--- src/sage_pkg.sv ---
// ----------------------------------------------------------------------------
// sage_pkg: shared types and constants
// Constants, command and status bundles for the auto gain and exposure block.
// ----------------------------------------------------------------------------
package sage_pkg;

  localparam int EXP_W = 24;
  localparam int DIV_W = 25;
  localparam int DVS_W = 9;

  localparam logic [15:0] SAT_LEVEL      = 16'hE665;
  localparam logic [15:0] BRIGHT_REF     = 16'hFFEE;
  localparam logic [15:0] FULL_SCALE     = 16'hFFFF;
  localparam logic [23:0] START_EXPOSURE = 24'd65520;
  localparam logic [23:0] EXP_ALL_ONES   = 24'hFFFFFF;
  localparam logic [4:0]  START_MARGIN   = 5'd18;
  localparam logic [7:0]  ATIME_LAST     = 8'hFF;

  // reciprocals: x/20 = ((x>>2)*RECIP_5)>>21, x/360 = ((x>>3)*RECIP_45)>>28
  localparam logic [18:0] RECIP_5        = 19'd419431;
  localparam logic [22:0] RECIP_45       = 23'd5965233;

  localparam logic [1:0] STAT_MEASURE    = 2'd0;
  localparam logic [1:0] STAT_DONE       = 2'd1;
  localparam logic [1:0] STAT_DONE_LIMIT = 2'd2;

  localparam logic OP_START  = 1'b0;
  localparam logic OP_SAMPLE = 1'b1;

  typedef struct packed {
    logic       restart;
    logic       fold;
    logic       gain_dn;
    logic       gain_up;
    logic       set_limit;
    logic       set_expect;
    logic       margin_dn;
    logic       take_trial;
    logic       set_trial;
    logic       finish;
    logic       reuse;
    logic       div_go;
    logic       brk_save;
    logic       quo_save;
    logic       fit_init;
    logic       tint_save;
    logic       step_save;
    logic       mul;
    logic       fit_next;
    logic       fail_set;
    logic       load_out;
  } sage_cmd_t;

  typedef struct packed {
    logic over_sat;
    logic min_zero;
    logic gain_zero;
    logic gain_top;
    logic bright;
    logic margin_zero;
    logic bracket_neg;
    logic trial_over;
    logic div_busy;
    logic match;
    logic a_last;
  } sage_sts_t;

  // channel index modulo six, by repeated subtraction
  function automatic logic [2:0] mod6(input logic [4:0] v);
    logic [4:0] r;
    r = v;
    for (int i = 0; i < 5; i++) begin
      if (r >= 5'd6) r = r - 5'd6;
    end
    return r[2:0];
  endfunction

endpackage

--- src/sage_if.sv ---
// ----------------------------------------------------------------------------
// sage interfaces
// Sample input, result output and configuration write channels.
// ----------------------------------------------------------------------------
interface sage_samp_if;
  logic        valid;
  logic        ready;
  logic        opcode;
  logic [4:0]  channel;
  logic [15:0] count;
  logic        last;
  modport source(output valid, opcode, channel, count, last, input ready);
  modport sink(input valid, opcode, channel, count, last, output ready);
endinterface

interface sage_res_if;
  logic        valid;
  logic        ready;
  logic [3:0]  gain_code;
  logic [7:0]  step_repeats;
  logic [15:0] step_length;
  logic [1:0]  status;
  logic        fit_failed;
  modport source(output valid, gain_code, step_repeats, step_length, status, fit_failed,
                 input ready);
  modport sink(input valid, gain_code, step_repeats, step_length, status, fit_failed,
               output ready);
endinterface

interface sage_cfg_if;
  logic        valid;
  logic        ready;
  logic [23:0] data;
  modport source(output valid, data, input ready);
  modport sink(input valid, data, output ready);
endinterface

--- src/sage_div.sv ---
// ----------------------------------------------------------------------------
// sage_div: serial restoring divider
// One quotient bit per cycle; operands latched on go.
// ----------------------------------------------------------------------------
module sage_div #(
  parameter int DW = 25,
  parameter int VW = 9
) (
  input  logic          clk,
  input  logic          rst,
  input  logic          go,
  input  logic [DW-1:0] dividend,
  input  logic [VW-1:0] divisor,
  output logic          busy,
  output logic [DW-1:0] quotient
);
  localparam int CW = $clog2(DW);

  logic [VW-1:0] dvs;
  logic [VW-1:0] rem;
  logic [CW-1:0] cnt;
  logic [VW:0]   trial;
  logic          ge;

  assign trial = {rem, quotient[DW-1]};
  assign ge    = trial >= {1'b0, dvs};

  always_ff @(posedge clk) begin
    if (rst) begin
      busy <= 1'b0;
    end else if (go) begin
      busy <= 1'b1;
    end else if (busy && cnt == '0) begin
      busy <= 1'b0;
    end
  end

  always_ff @(posedge clk) begin
    if (go) begin
      quotient <= dividend;
      dvs      <= divisor;
      rem      <= '0;
      cnt      <= CW'(DW - 1);
    end else if (busy) begin
      rem      <= ge ? VW'(trial - {1'b0, dvs}) : trial[VW-1:0];
      quotient <= {quotient[DW-2:0], ge};
      cnt      <= cnt - 1'b1;
    end
  end
endmodule

--- src/sage_dp.sv ---
// ----------------------------------------------------------------------------
// sage_dp: datapath
// Search registers, frame extremes, ATIME/ASTEP fit arithmetic and result register.
// ----------------------------------------------------------------------------
module sage_dp #(
  parameter int CHANNELS = 18,
  parameter int GAIN_TOP = 12
) (
  input  logic                clk,
  input  logic                rst,
  input  sage_pkg::sage_cmd_t cmd,
  output sage_pkg::sage_sts_t sts,
  input  logic                cfg_we,
  input  logic [23:0]         cfg_data,
  input  logic [4:0]          channel,
  input  logic [15:0]         count,
  output logic [3:0]          gain_code,
  output logic [7:0]          step_repeats,
  output logic [15:0]         step_length,
  output logic [1:0]          status,
  output logic                fit_failed
);
  import sage_pkg::*;

  logic [23:0] max_exposure;
  logic [3:0]  gain;
  logic [15:0] frame_max;
  logic [15:0] frame_min;
  logic [23:0] exposure;
  logic [23:0] trial_exposure;
  logic [4:0]  margin_steps;
  logic [15:0] expected_counts;
  logic        gain_limit_hit;

  logic [23:0]      fit_e;
  logic [1:0]       fit_status;
  logic [15:0]      tint;
  logic [7:0]       atime;
  logic [15:0]      step;
  logic [DIV_W-1:0] prod;
  logic             fail;
  logic [18:0]      brk;
  logic [15:0]      plan_quo;

  logic [DIV_W-1:0] div_a;
  logic [DVS_W-1:0] div_b;
  logic             div_busy;
  logic [DIV_W-1:0] quo;

  logic [21:0]      pos_part;
  logic [21:0]      neg_part;
  logic [21:0]      bracket;
  logic [21:0]      bright_lhs;
  logic [21:0]      bright_rhs;
  logic [37:0]      brk_mul;
  logic [44:0]      tint_mul;
  logic [44:0]      prod_mul;
  logic [16:0]      tint_ms;
  logic [16:0]      prod_ms;
  logic [DIV_W-1:0] trial_sum;
  logic [15:0]      step_sat;
  logic             fold_ok;

  assign fold_ok    = (32'(channel) < CHANNELS) && (mod6(channel) != 3'd5);
  assign pos_part   = 22'(margin_steps) * 22'(FULL_SCALE);
  assign neg_part   = 22'(expected_counts) * 22'd20;
  assign bracket    = pos_part - neg_part;
  assign bright_lhs = 22'(frame_max) * 22'd20;
  assign bright_rhs = 22'(margin_steps) * 22'(BRIGHT_REF);
  // bracket/20 from the registered quarter bracket
  assign brk_mul    = 38'(brk) * 38'(RECIP_5);
  // exposure and step product in whole milliseconds
  assign tint_mul   = 45'(fit_e[23:3]) * 45'(RECIP_45);
  assign prod_mul   = 45'(prod[DIV_W-1:3]) * 45'(RECIP_45);
  assign tint_ms    = {1'b0, tint};
  assign prod_ms    = {1'b0, prod_mul[43:28]};
  assign trial_sum  = DIV_W'(exposure) + DIV_W'(plan_quo);
  assign step_sat   = (quo > DIV_W'(FULL_SCALE)) ? FULL_SCALE : quo[15:0];
  assign div_a      = DIV_W'(fit_e);
  assign div_b      = {1'b0, atime} + 9'd1;

  sage_div #(.DW(DIV_W), .VW(DVS_W)) u_div (
    .clk      (clk),
    .rst      (rst),
    .go       (cmd.div_go),
    .dividend (div_a),
    .divisor  (div_b),
    .busy     (div_busy),
    .quotient (quo)
  );

  always_comb begin
    sts.over_sat    = frame_max > SAT_LEVEL;
    sts.min_zero    = frame_min == 16'd0;
    sts.gain_zero   = gain == 4'd0;
    sts.gain_top    = gain >= 4'(GAIN_TOP);
    sts.bright      = bright_lhs >= bright_rhs;
    sts.margin_zero = margin_steps == 5'd0;
    sts.bracket_neg = neg_part > pos_part;
    sts.trial_over  = trial_sum > DIV_W'(max_exposure);
    sts.div_busy    = div_busy;
    sts.match       = (prod_ms <= tint_ms + 17'd1) && (tint_ms <= prod_ms + 17'd1);
    sts.a_last      = atime == ATIME_LAST;
  end

  always_ff @(posedge clk) begin
    if (rst) begin
      max_exposure    <= EXP_ALL_ONES;
      gain            <= 4'(GAIN_TOP);
      frame_max       <= '0;
      frame_min       <= '1;
      exposure        <= START_EXPOSURE;
      trial_exposure  <= '0;
      margin_steps    <= START_MARGIN;
      expected_counts <= '0;
      gain_limit_hit  <= 1'b0;
    end else begin
      if (cfg_we) max_exposure <= cfg_data;
      if (cmd.restart) begin
        gain            <= 4'(GAIN_TOP);
        exposure        <= START_EXPOSURE;
        trial_exposure  <= '0;
        margin_steps    <= START_MARGIN;
        expected_counts <= '0;
        gain_limit_hit  <= 1'b0;
      end
      if (cmd.gain_dn) gain <= gain - 1'b1;
      if (cmd.gain_up) gain <= gain + 1'b1;
      if (cmd.restart || cmd.gain_dn || cmd.gain_up || cmd.set_trial) begin
        frame_max <= '0;
        frame_min <= '1;
      end else if (cmd.fold && fold_ok) begin
        if (count > frame_max) frame_max <= count;
        if (count < frame_min) frame_min <= count;
      end
      if (cmd.set_limit) gain_limit_hit <= 1'b1;
      if (cmd.set_expect) expected_counts <= frame_max;
      if (cmd.margin_dn) margin_steps <= margin_steps - 1'b1;
      if (cmd.take_trial) exposure <= trial_exposure;
      if (cmd.set_trial) trial_exposure <= trial_sum[23:0];
    end
  end

  always_ff @(posedge clk) begin
    if (cmd.restart) begin
      fit_e      <= START_EXPOSURE;
      fit_status <= STAT_MEASURE;
    end else if (cmd.reuse) begin
      fit_e      <= exposure;
      fit_status <= STAT_MEASURE;
    end else if (cmd.set_trial) begin
      fit_e      <= trial_sum[23:0];
      fit_status <= STAT_MEASURE;
    end else if (cmd.finish) begin
      fit_e      <= exposure;
      fit_status <= gain_limit_hit ? STAT_DONE_LIMIT : STAT_DONE;
    end
    if (cmd.fit_init) begin
      atime <= '0;
      fail  <= 1'b0;
    end
    if (cmd.brk_save) brk <= bracket[20:2];
    if (cmd.quo_save) plan_quo <= brk_mul[36:21];
    if (cmd.fit_next) atime <= atime + 1'b1;
    if (cmd.tint_save) tint <= tint_mul[43:28];
    if (cmd.step_save) step <= step_sat;
    if (cmd.mul) prod <= DIV_W'(({17'd0, atime} + 25'd1) * ({9'd0, step} + 25'd1));
    if (cmd.fail_set) fail <= 1'b1;
    if (cmd.load_out) begin
      gain_code    <= gain;
      step_repeats <= atime;
      step_length  <= step;
      status       <= fit_status;
      fit_failed   <= fail;
    end
  end

  a_gain_range: assert property (@(posedge clk) disable iff (rst) gain <= 4'(GAIN_TOP))
    else $error("gain above its top setting");
  a_margin_range: assert property (@(posedge clk) disable iff (rst)
      margin_steps <= START_MARGIN)
    else $error("margin above its start value");
endmodule

--- src/sage_ctrl.sv ---
// ----------------------------------------------------------------------------
// sage_ctrl: controller
// Search phase and sequencing of frame decisions, planning and ATIME fit.
// ----------------------------------------------------------------------------
module sage_ctrl (
  input  logic                clk,
  input  logic                rst,
  output sage_pkg::sage_cmd_t cmd,
  input  sage_pkg::sage_sts_t sts,
  input  logic                samp_valid,
  input  logic                samp_opcode,
  input  logic                samp_last,
  output logic                samp_ready,
  output logic                res_valid,
  input  logic                res_ready
);
  import sage_pkg::*;

  localparam logic [1:0] PH_IDLE  = 2'd0;
  localparam logic [1:0] PH_GAIN  = 2'd1;
  localparam logic [1:0] PH_TRIAL = 2'd2;
  localparam logic [1:0] PH_DONE  = 2'd3;

  localparam logic [3:0] S_WAIT    = 4'd0;
  localparam logic [3:0] S_DECIDE  = 4'd1;
  localparam logic [3:0] S_PLAN    = 4'd2;
  localparam logic [3:0] S_PLANQ   = 4'd3;
  localparam logic [3:0] S_PLANCHK = 4'd4;
  localparam logic [3:0] S_FIN     = 4'd5;
  localparam logic [3:0] S_FITGO   = 4'd6;
  localparam logic [3:0] S_SGO     = 4'd7;
  localparam logic [3:0] S_SDIV    = 4'd8;
  localparam logic [3:0] S_MUL     = 4'd9;
  localparam logic [3:0] S_CHK     = 4'd10;
  localparam logic [3:0] S_LOAD    = 4'd11;

  logic [3:0] state, state_next;
  logic [1:0] phase, phase_next;
  logic       measuring;
  logic       can_load;

  assign samp_ready = state == S_WAIT;
  assign measuring  = phase == PH_GAIN || phase == PH_TRIAL;
  assign can_load   = !res_valid || res_ready;

  always_comb begin
    cmd        = '0;
    state_next = state;
    phase_next = phase;
    unique case (state)
      S_WAIT: begin
        if (samp_valid) begin
          if (samp_opcode == OP_START) begin
            cmd.restart = 1'b1;
            phase_next  = PH_GAIN;
            state_next  = S_FITGO;
          end else if (measuring) begin
            cmd.fold = 1'b1;
            if (samp_last) state_next = S_DECIDE;
          end
        end
      end
      S_DECIDE: begin
        if (phase == PH_GAIN) begin
          if (sts.over_sat && !sts.gain_zero) begin
            cmd.gain_dn = 1'b1;
            cmd.reuse   = 1'b1;
            state_next  = S_FITGO;
          end else if (!sts.over_sat && sts.min_zero && !sts.gain_top) begin
            cmd.gain_up = 1'b1;
            cmd.reuse   = 1'b1;
            state_next  = S_FITGO;
          end else begin
            // limit reached or frame in range: hand over to the exposure trial
            cmd.set_limit  = sts.over_sat || sts.min_zero;
            cmd.set_expect = 1'b1;
            state_next     = S_PLAN;
          end
        end else if (sts.bright) begin
          if (sts.margin_zero) begin
            state_next = S_FIN;
          end else begin
            cmd.margin_dn = 1'b1;
            state_next    = S_PLAN;
          end
        end else begin
          cmd.take_trial = 1'b1;
          state_next     = S_FIN;
        end
      end
      S_PLAN: begin
        if (sts.bracket_neg) begin
          state_next = S_FIN;
        end else begin
          cmd.brk_save = 1'b1;
          state_next   = S_PLANQ;
        end
      end
      S_PLANQ: begin
        cmd.quo_save = 1'b1;
        state_next   = S_PLANCHK;
      end
      S_PLANCHK: begin
        if (sts.trial_over) begin
          state_next = S_FIN;
        end else begin
          cmd.set_trial = 1'b1;
          phase_next    = PH_TRIAL;
          state_next    = S_FITGO;
        end
      end
      S_FIN: begin
        cmd.finish = 1'b1;
        phase_next = PH_DONE;
        state_next = S_FITGO;
      end
      S_FITGO: begin
        cmd.fit_init  = 1'b1;
        cmd.tint_save = 1'b1;
        state_next    = S_SGO;
      end
      S_SGO: begin
        cmd.div_go = 1'b1;
        state_next = S_SDIV;
      end
      S_SDIV: begin
        if (!sts.div_busy) begin
          cmd.step_save = 1'b1;
          state_next    = S_MUL;
        end
      end
      S_MUL: begin
        cmd.mul    = 1'b1;
        state_next = S_CHK;
      end
      S_CHK: begin
        if (sts.match) begin
          state_next = S_LOAD;
        end else if (sts.a_last) begin
          cmd.fail_set = 1'b1;
          state_next   = S_LOAD;
        end else begin
          cmd.fit_next = 1'b1;
          state_next   = S_SGO;
        end
      end
      S_LOAD: begin
        if (can_load) begin
          cmd.load_out = 1'b1;
          state_next   = S_WAIT;
        end
      end
      default: state_next = S_WAIT;
    endcase
  end

  always_ff @(posedge clk) begin
    if (rst) begin
      state     <= S_WAIT;
      phase     <= PH_IDLE;
      res_valid <= 1'b0;
    end else begin
      state <= state_next;
      phase <= phase_next;
      if (cmd.load_out) res_valid <= 1'b1;
      else if (res_ready) res_valid <= 1'b0;
    end
  end

  a_div_idle_on_go: assert property (@(posedge clk) disable iff (rst)
      cmd.div_go |-> !sts.div_busy)
    else $error("divider started while busy");
  a_load_shows: assert property (@(posedge clk) disable iff (rst)
      cmd.load_out |=> res_valid)
    else $error("loaded result not presented");
  a_check_settled: assert property (@(posedge clk) disable iff (rst)
      state == S_CHK |-> !sts.div_busy && phase != PH_IDLE)
    else $error("fit check with divider busy or search idle");
endmodule

--- src/spectral_auto_gain_exposure_unit.sv ---
// ----------------------------------------------------------------------------
// spectral_auto_gain_exposure_unit: auto gain and exposure controller
// Searches gain and exposure frame by frame and reports ATIME/ASTEP settings.
// ----------------------------------------------------------------------------
//  channel | dir | beat carries
//  --------+-----+-------------------------------------------------------------
//  samp    | in  | opcode, channel, count, last (start or one channel sample)
//  res     | out | gain_code, step_repeats, step_length, status, fit_failed
//  cfg     | in  | data: max_exposure, 1/360 ms units (always ready)
//
//  Samples that do not end a frame are folded in and can be taken back to back.
//  A start beat runs the ATIME fit: one serial division by ATIME+1 for each
//  ATIME tried, from 0 up to 255, until one fits. A frame end adds a decision
//  step, S_PLAN, S_PLANQ and S_PLANCHK for a trial plan, and S_FIN to finish.
//  rst is synchronous; it clears the search to idle with gain 12, 182 ms.
//  A finished result waits in the output register while the next beat is
//  taken; a further result holds the controller until res is drained.
// ----------------------------------------------------------------------------
module spectral_auto_gain_exposure_unit #(
  parameter int CHANNELS = 18,
  parameter int GAIN_TOP = 12
) (
  input logic        clk,
  input logic        rst,
  sage_samp_if.sink  samp,
  sage_res_if.source res,
  sage_cfg_if.sink   cfg
);
  import sage_pkg::*;

  sage_cmd_t cmd;
  sage_sts_t sts;

  // configuration beats are always taken and land at once
  assign cfg.ready = 1'b1;

  // controller: phase of the search and step sequencing
  sage_ctrl u_ctrl (
    .clk         (clk),
    .rst         (rst),
    .cmd         (cmd),
    .sts         (sts),
    .samp_valid  (samp.valid),
    .samp_opcode (samp.opcode),
    .samp_last   (samp.last),
    .samp_ready  (samp.ready),
    .res_valid   (res.valid),
    .res_ready   (res.ready)
  );

  // datapath: frame extremes, search registers, divider and result register
  sage_dp #(.CHANNELS(CHANNELS), .GAIN_TOP(GAIN_TOP)) u_dp (
    .clk          (clk),
    .rst          (rst),
    .cmd          (cmd),
    .sts          (sts),
    .cfg_we       (cfg.valid),
    .cfg_data     (cfg.data),
    .channel      (samp.channel),
    .count        (samp.count),
    .gain_code    (res.gain_code),
    .step_repeats (res.step_repeats),
    .step_length  (res.step_length),
    .status       (res.status),
    .fit_failed   (res.fit_failed)
  );
endmodule

--- src/flat_wrapper.sv ---
// flat-port wrapper written by rule: the top's interface ports become plain ports
module spectral_auto_gain_exposure_unit_flat import sage_pkg::*;
#(
  parameter int CHANNELS = 18,
  parameter int GAIN_TOP = 12
)
  (clk, rst, samp_valid, samp_opcode, samp_channel, samp_count, samp_last, samp_ready, res_valid, res_gain_code, res_step_repeats, res_step_length, res_status, res_fit_failed, res_ready, cfg_valid, cfg_data, cfg_ready);
  sage_samp_if samp_i ();
  sage_res_if res_i ();
  sage_cfg_if cfg_i ();
  input logic clk;
  input logic rst;
  input wire logic [$bits(samp_i.valid)-1:0] samp_valid;
  input wire logic [$bits(samp_i.opcode)-1:0] samp_opcode;
  input wire logic [$bits(samp_i.channel)-1:0] samp_channel;
  input wire logic [$bits(samp_i.count)-1:0] samp_count;
  input wire logic [$bits(samp_i.last)-1:0] samp_last;
  output wire logic [$bits(samp_i.ready)-1:0] samp_ready;
  output wire logic [$bits(res_i.valid)-1:0] res_valid;
  output wire logic [$bits(res_i.gain_code)-1:0] res_gain_code;
  output wire logic [$bits(res_i.step_repeats)-1:0] res_step_repeats;
  output wire logic [$bits(res_i.step_length)-1:0] res_step_length;
  output wire logic [$bits(res_i.status)-1:0] res_status;
  output wire logic [$bits(res_i.fit_failed)-1:0] res_fit_failed;
  input wire logic [$bits(res_i.ready)-1:0] res_ready;
  input wire logic [$bits(cfg_i.valid)-1:0] cfg_valid;
  input wire logic [$bits(cfg_i.data)-1:0] cfg_data;
  output wire logic [$bits(cfg_i.ready)-1:0] cfg_ready;
  assign samp_i.valid = samp_valid;
  assign samp_i.opcode = samp_opcode;
  assign samp_i.channel = samp_channel;
  assign samp_i.count = samp_count;
  assign samp_i.last = samp_last;
  assign samp_ready = samp_i.ready;
  assign res_valid = res_i.valid;
  assign res_gain_code = res_i.gain_code;
  assign res_step_repeats = res_i.step_repeats;
  assign res_step_length = res_i.step_length;
  assign res_status = res_i.status;
  assign res_fit_failed = res_i.fit_failed;
  assign res_i.ready = res_ready;
  assign cfg_i.valid = cfg_valid;
  assign cfg_i.data = cfg_data;
  assign cfg_ready = cfg_i.ready;
  spectral_auto_gain_exposure_unit #(.CHANNELS(CHANNELS), .GAIN_TOP(GAIN_TOP)) u_core (.clk(clk), .rst(rst), .samp(samp_i), .res(res_i), .cfg(cfg_i));
endmodule
--- config.mk ---
export PLATFORM = sky130hd
export DESIGN_NAME = spectral_auto_gain_exposure_unit_flat
export DESIGN_NICKNAME = d
export VERILOG_FILES = /design/src/sage_pkg.sv /design/src/sage_if.sv /design/src/sage_div.sv /design/src/sage_dp.sv /design/src/sage_ctrl.sv /design/src/spectral_auto_gain_exposure_unit.sv /design/src/flat_wrapper.sv
export SDC_FILE = /design/constraint.sdc
export NUM_CORES = 2
export LEC_CHECK = 0
export BUFFER_PORTS_ARGS = -buffer_cell sky130_fd_sc_hd__buf_2
export CAP_MARGIN = 20
export CORE_ASPECT_RATIO = 0.75
export CORE_UTILIZATION = 45
export CTS_CLUSTER_DIAMETER = 30
export CTS_CLUSTER_SIZE = 16
export DETAILED_ROUTE_END_ITERATION = 8
export MAX_ROUTING_LAYER = met4
export PLACE_DENSITY = 0.57
export SLEW_MARGIN = 20
export SYNTH_ARGS = -nofsm -noshare
export SYNTH_HDL_FRONTEND = slang
export SYNTH_SLANG_ARGS = --single-unit
--- constraint.sdc ---
create_clock -name clk -period 15.45 [get_ports clk]
set_input_delay 2.3175 -clock clk [delete_from_list [all_inputs] [get_ports clk]]
set_output_delay 2.3175 -clock clk [all_outputs]
set_load 0.02 [all_outputs]
==> run summary <==
status = finished, final reports clean
Hold Vio Cnt, Final = 0
antenna violations before repair = 1
Max Slew Vio Count = 0
Post-CTS Hold Fix Bufs = 0
vias = 32500
critical path type = reg2reg
Die Width = 367 µm
post-route ant nets = 0
Synthesized Nets = 6126
Tot GR Track Use = 0.250
vias per inst = 5.22
FF-to-FF End = u_core.u_dp.atime[6]$_SDFFCE_PN0P_
Post-route DRC = 0
cell taking the most area after synthesis = fa_1
WP data arrival = 10.85 ns
initial DRC count = 2263
Worst setup EP type = register
clock buffer depth = 3
mean area per synthesized cell = 9.45 µm²
Post-synth top flop = dfxtp_1
final wirelength = 119000 µm
top achievable clock speed = 0.0949 GHz
worst skew pair latency = 0.69 ns
Hold Path Origin = u_core.u_dp.fit_status[0]$_SDFFE_PP0P_
H-Tree Level Count = 3
Final Util = 0.508
setup tns final = 0 ns
Synth Register Bits = 341
Starting Density = 0.458
max_slew headroom = 0.281
Async SR Flop Fraction = 0
GRT overflow = 0
Post-synth EDFFs = 161
detailed-route wire length per cell = 19.1 µm
synth warn = 0
Hold Crit Depth = 0
TritonCTS clock tree = yes
Final min period = 10.54 ns
P&R area growth vs syn = 11.0%
fin crit share = 0.682
Site Rows = 99
Yosys cell types = 95
Clk pin slew, worst setup/hold paths = 0.05 ns
CORE AREA = 0.0981 mm²
post-CTS sizing = 0
top post-synthesis cells by area = fa_1 23%, ha_1 22%, edfxtp_1 11%
CTS root buf = clkbuf_16
Die Y = 276 µm
HPWL Detailed = 99100 µm
CP Launch Type = register
I/O pin count = 86
Die Area = 0.101 mm²
R2R cell count = 35
Fill cells = 9214
Hold Path End = u_core.u_dp.status[0]$_DFFE_PP_
port bufs = 84
first-pass iteration count of the detailed router = 5
Worst Skew = 0.0492 ns
post-CTS setup buffer count = 0
worst r2r src = u_core.u_dp.prod[24]$_DFFE_PP_
Slowest cell on crit path = a2111oi_0
RD Place Congestion = 0.915
Crit Path Max Fanout = 10
Worst Path Required = 15.76 ns
fraction of layout cells with a size suffix above 1 = 0.0661
Hold Path Class = reg2reg
CTS Buf Count = 82
Design Area, Final = 0.0498 mm²
Syn Std Cell Area = 0.0449 mm²
largest net degree at the start of global routing = 69
Synth top area share = 0.231
measured slew at the worst slew-check pin = 1.07 ns
Nets = 6225
vias in the first global route = 33000
DP Area = 0.0468 mm²
CP peak stage delay = 0.69 ns
FF-to-FF setup slack = 4.91 ns
unrepaired setup endpoints after global routing = false
Setup violations, final = 0
maxcap violations = 0
post-synthesis sequential area ratio = 0.188
Post-Syn Instances = 4751
Clock Sinks = 341
first-pass GRT wire length = 190000 µm
## logic make-up (layout without fill, tap and decap cells)
family                   Yosys count  after routing  synth area share
AO/OA/AOI/OAI                    686            686            0.0972
XOR/XNOR                         224            224            0.0440
adder cells (fa/ha/maj)         1323           1323             0.455
buffers and inverters           1035           1203            0.0880
flip-flops                       341            341             0.188
multiplexers                      61             61            0.0142
other                              1              2         0.0000835
AND/OR/NAND/NOR                 1080           1080             0.113
## cell usage in the layout, fill, tap and decap left out, drive strengths merged, types with 36 or more instances in the layout
cell,n
nor2,253
clkbuf,96
a21oi,227
nor2b,42
nand2b,39
a21o,80
fa,517
dfxtp,180
and2,39
and3,36
inv,944
nand3,131
mux2i,47
buf,108
xnor2,142
nand2,361
o21ai,139
nor3,63
a211oi,37
ha,806
xor2,81
edfxtp,161
## Yosys cell counts (9+ instances only)
| cell | count |
|---|---|
| inv_1 | 940 |
| ha_1 | 806 |
| fa_1 | 517 |
| nand2_1 | 360 |
| nor2_1 | 253 |
| a21oi_1 | 226 |
| dfxtp_1 | 180 |
| edfxtp_1 | 161 |
| xnor2_1 | 142 |
| o21ai_0 | 136 |
| nand3_1 | 130 |
| xor2_1 | 81 |
| a21o_1 | 80 |
| clkbuf_1 | 68 |
| nor3_1 | 61 |
| mux2i_1 | 47 |
| nor2b_1 | 42 |
| nand2b_1 | 39 |
| and2_1 | 37 |
| a211oi_1 | 36 |
| and3_1 | 36 |
| nand4_1 | 34 |
| o211ai_1 | 34 |
| o21a_1 | 30 |
| or2_2 | 24 |
| a31oi_1 | 23 |
| nor4_1 | 16 |
| a21boi_0 | 15 |
| mux2_2 | 12 |
| o21bai_1 | 12 |
| or3_1 | 12 |
| o31ai_1 | 10 |
| a22oi_1 | 9 |
| buf_1 | 9 |
| buf_2 | 9 |
## state kept, by name (all words and copies together), names as in the netlist, 8 cells and up
name	cells
u_core.u_dp.u_div.quotient	25
u_core.u_dp.trial_exposure	24
u_core.u_dp.exposure	24
u_core.u_dp.tint	16
u_core.u_dp.fit_e	24
u_core.u_dp.brk	19
u_core.u_dp.step_repeats	8
u_core.u_dp.step_length	16
u_core.u_dp.plan_quo	16
u_core.u_dp.step	16
u_core.u_dp.max_exposure	24
u_core.u_dp.expected_counts	16
u_core.u_dp.frame_min	16
u_core.u_dp.u_div.dvs	9
u_core.u_dp.frame_max	16
u_core.u_dp.prod	22
u_core.u_dp.atime	8
u_core.u_dp.u_div.rem	9
## worst max path at each step
stage | from | end | slack, ns
after global placement | u_core.u_dp.prod[24]$_DFFE_PP_ | u_core.u_dp.atime[2]$_SDFFCE_PN0P_ | 5.23
final | u_core.u_dp.prod[24]$_DFFE_PP_ | u_core.u_dp.atime[6]$_SDFFCE_PN0P_ | 4.91
after global routing | u_core.u_dp.prod[24]$_DFFE_PP_ | u_core.u_dp.atime[6]$_SDFFCE_PN0P_ | 4.16
after detailed placement | u_core.u_dp.prod[24]$_DFFE_PP_ | u_core.u_dp.atime[2]$_SDFFCE_PN0P_ | 5.08
after CTS | u_core.u_dp.prod[24]$_DFFE_PP_ | u_core.u_dp.atime[6]$_SDFFCE_PN0P_ | 5.01
after floorplan | u_core.u_dp.prod[24]$_DFFE_PP_ | u_core.u_dp.atime[0]$_SDFFCE_PN0P_ | 6.56
## layout make-up
cell class | count | area, µm² | area share
antenna | 1 | 2.50 | 0.0000502
clock buffer | 96 | 2180 | 0.0437
clock inverter | 57 | 858 | 0.0172
inverter | 942 | 3540 | 0.0710
multi-input combinational | 3375 | 32600 | 0.654
sequential | 341 | 8440 | 0.169
tap | 1313 | 1640 | 0.0330
timing repair buffer | 108 | 601 | 0.0121
## worst max-delay path: cells and delay by family (launching register included)
kind                     cells  cell delay [ns]
AO/OA/AOI/OAI                7             2.02
AND/OR/NAND/NOR             12             2.99
buffers and inverters        6             0.34
adder cells (fa/ha/maj)      9             4.13
flip-flops                   1             0.50
XOR/XNOR                     1             0.19
## per-layer routing
metal  vias to the layer above  global-route usage  part of all wire
li1                      15900                   -                 -
met1                     15700               0.382              0.53
met2                       759               0.343              0.40
met3                       108              0.0425             0.061
met4                         0              0.0459             0.013
met5                         -                   -                 0
## metrics by stage
stage / worst slack [ns] / std cells / hold slack (ns)
5_1_grt: 4.16 / 6233 / 0.431
2_1_floorplan: 6.56 / 4751 / 0.408
3_3_place_gp: 5.23 / 6079 / 0.416
3_5_place_dp: 5.08 / 6079 / 0.417
6_report: 4.91 / 6233 / 0.429
4_1_cts: 5.01 / 6232 / 0.427
Power is not shown: default switching activity piles up to over one toggle a cycle in this logic, so the estimate is an artifact.
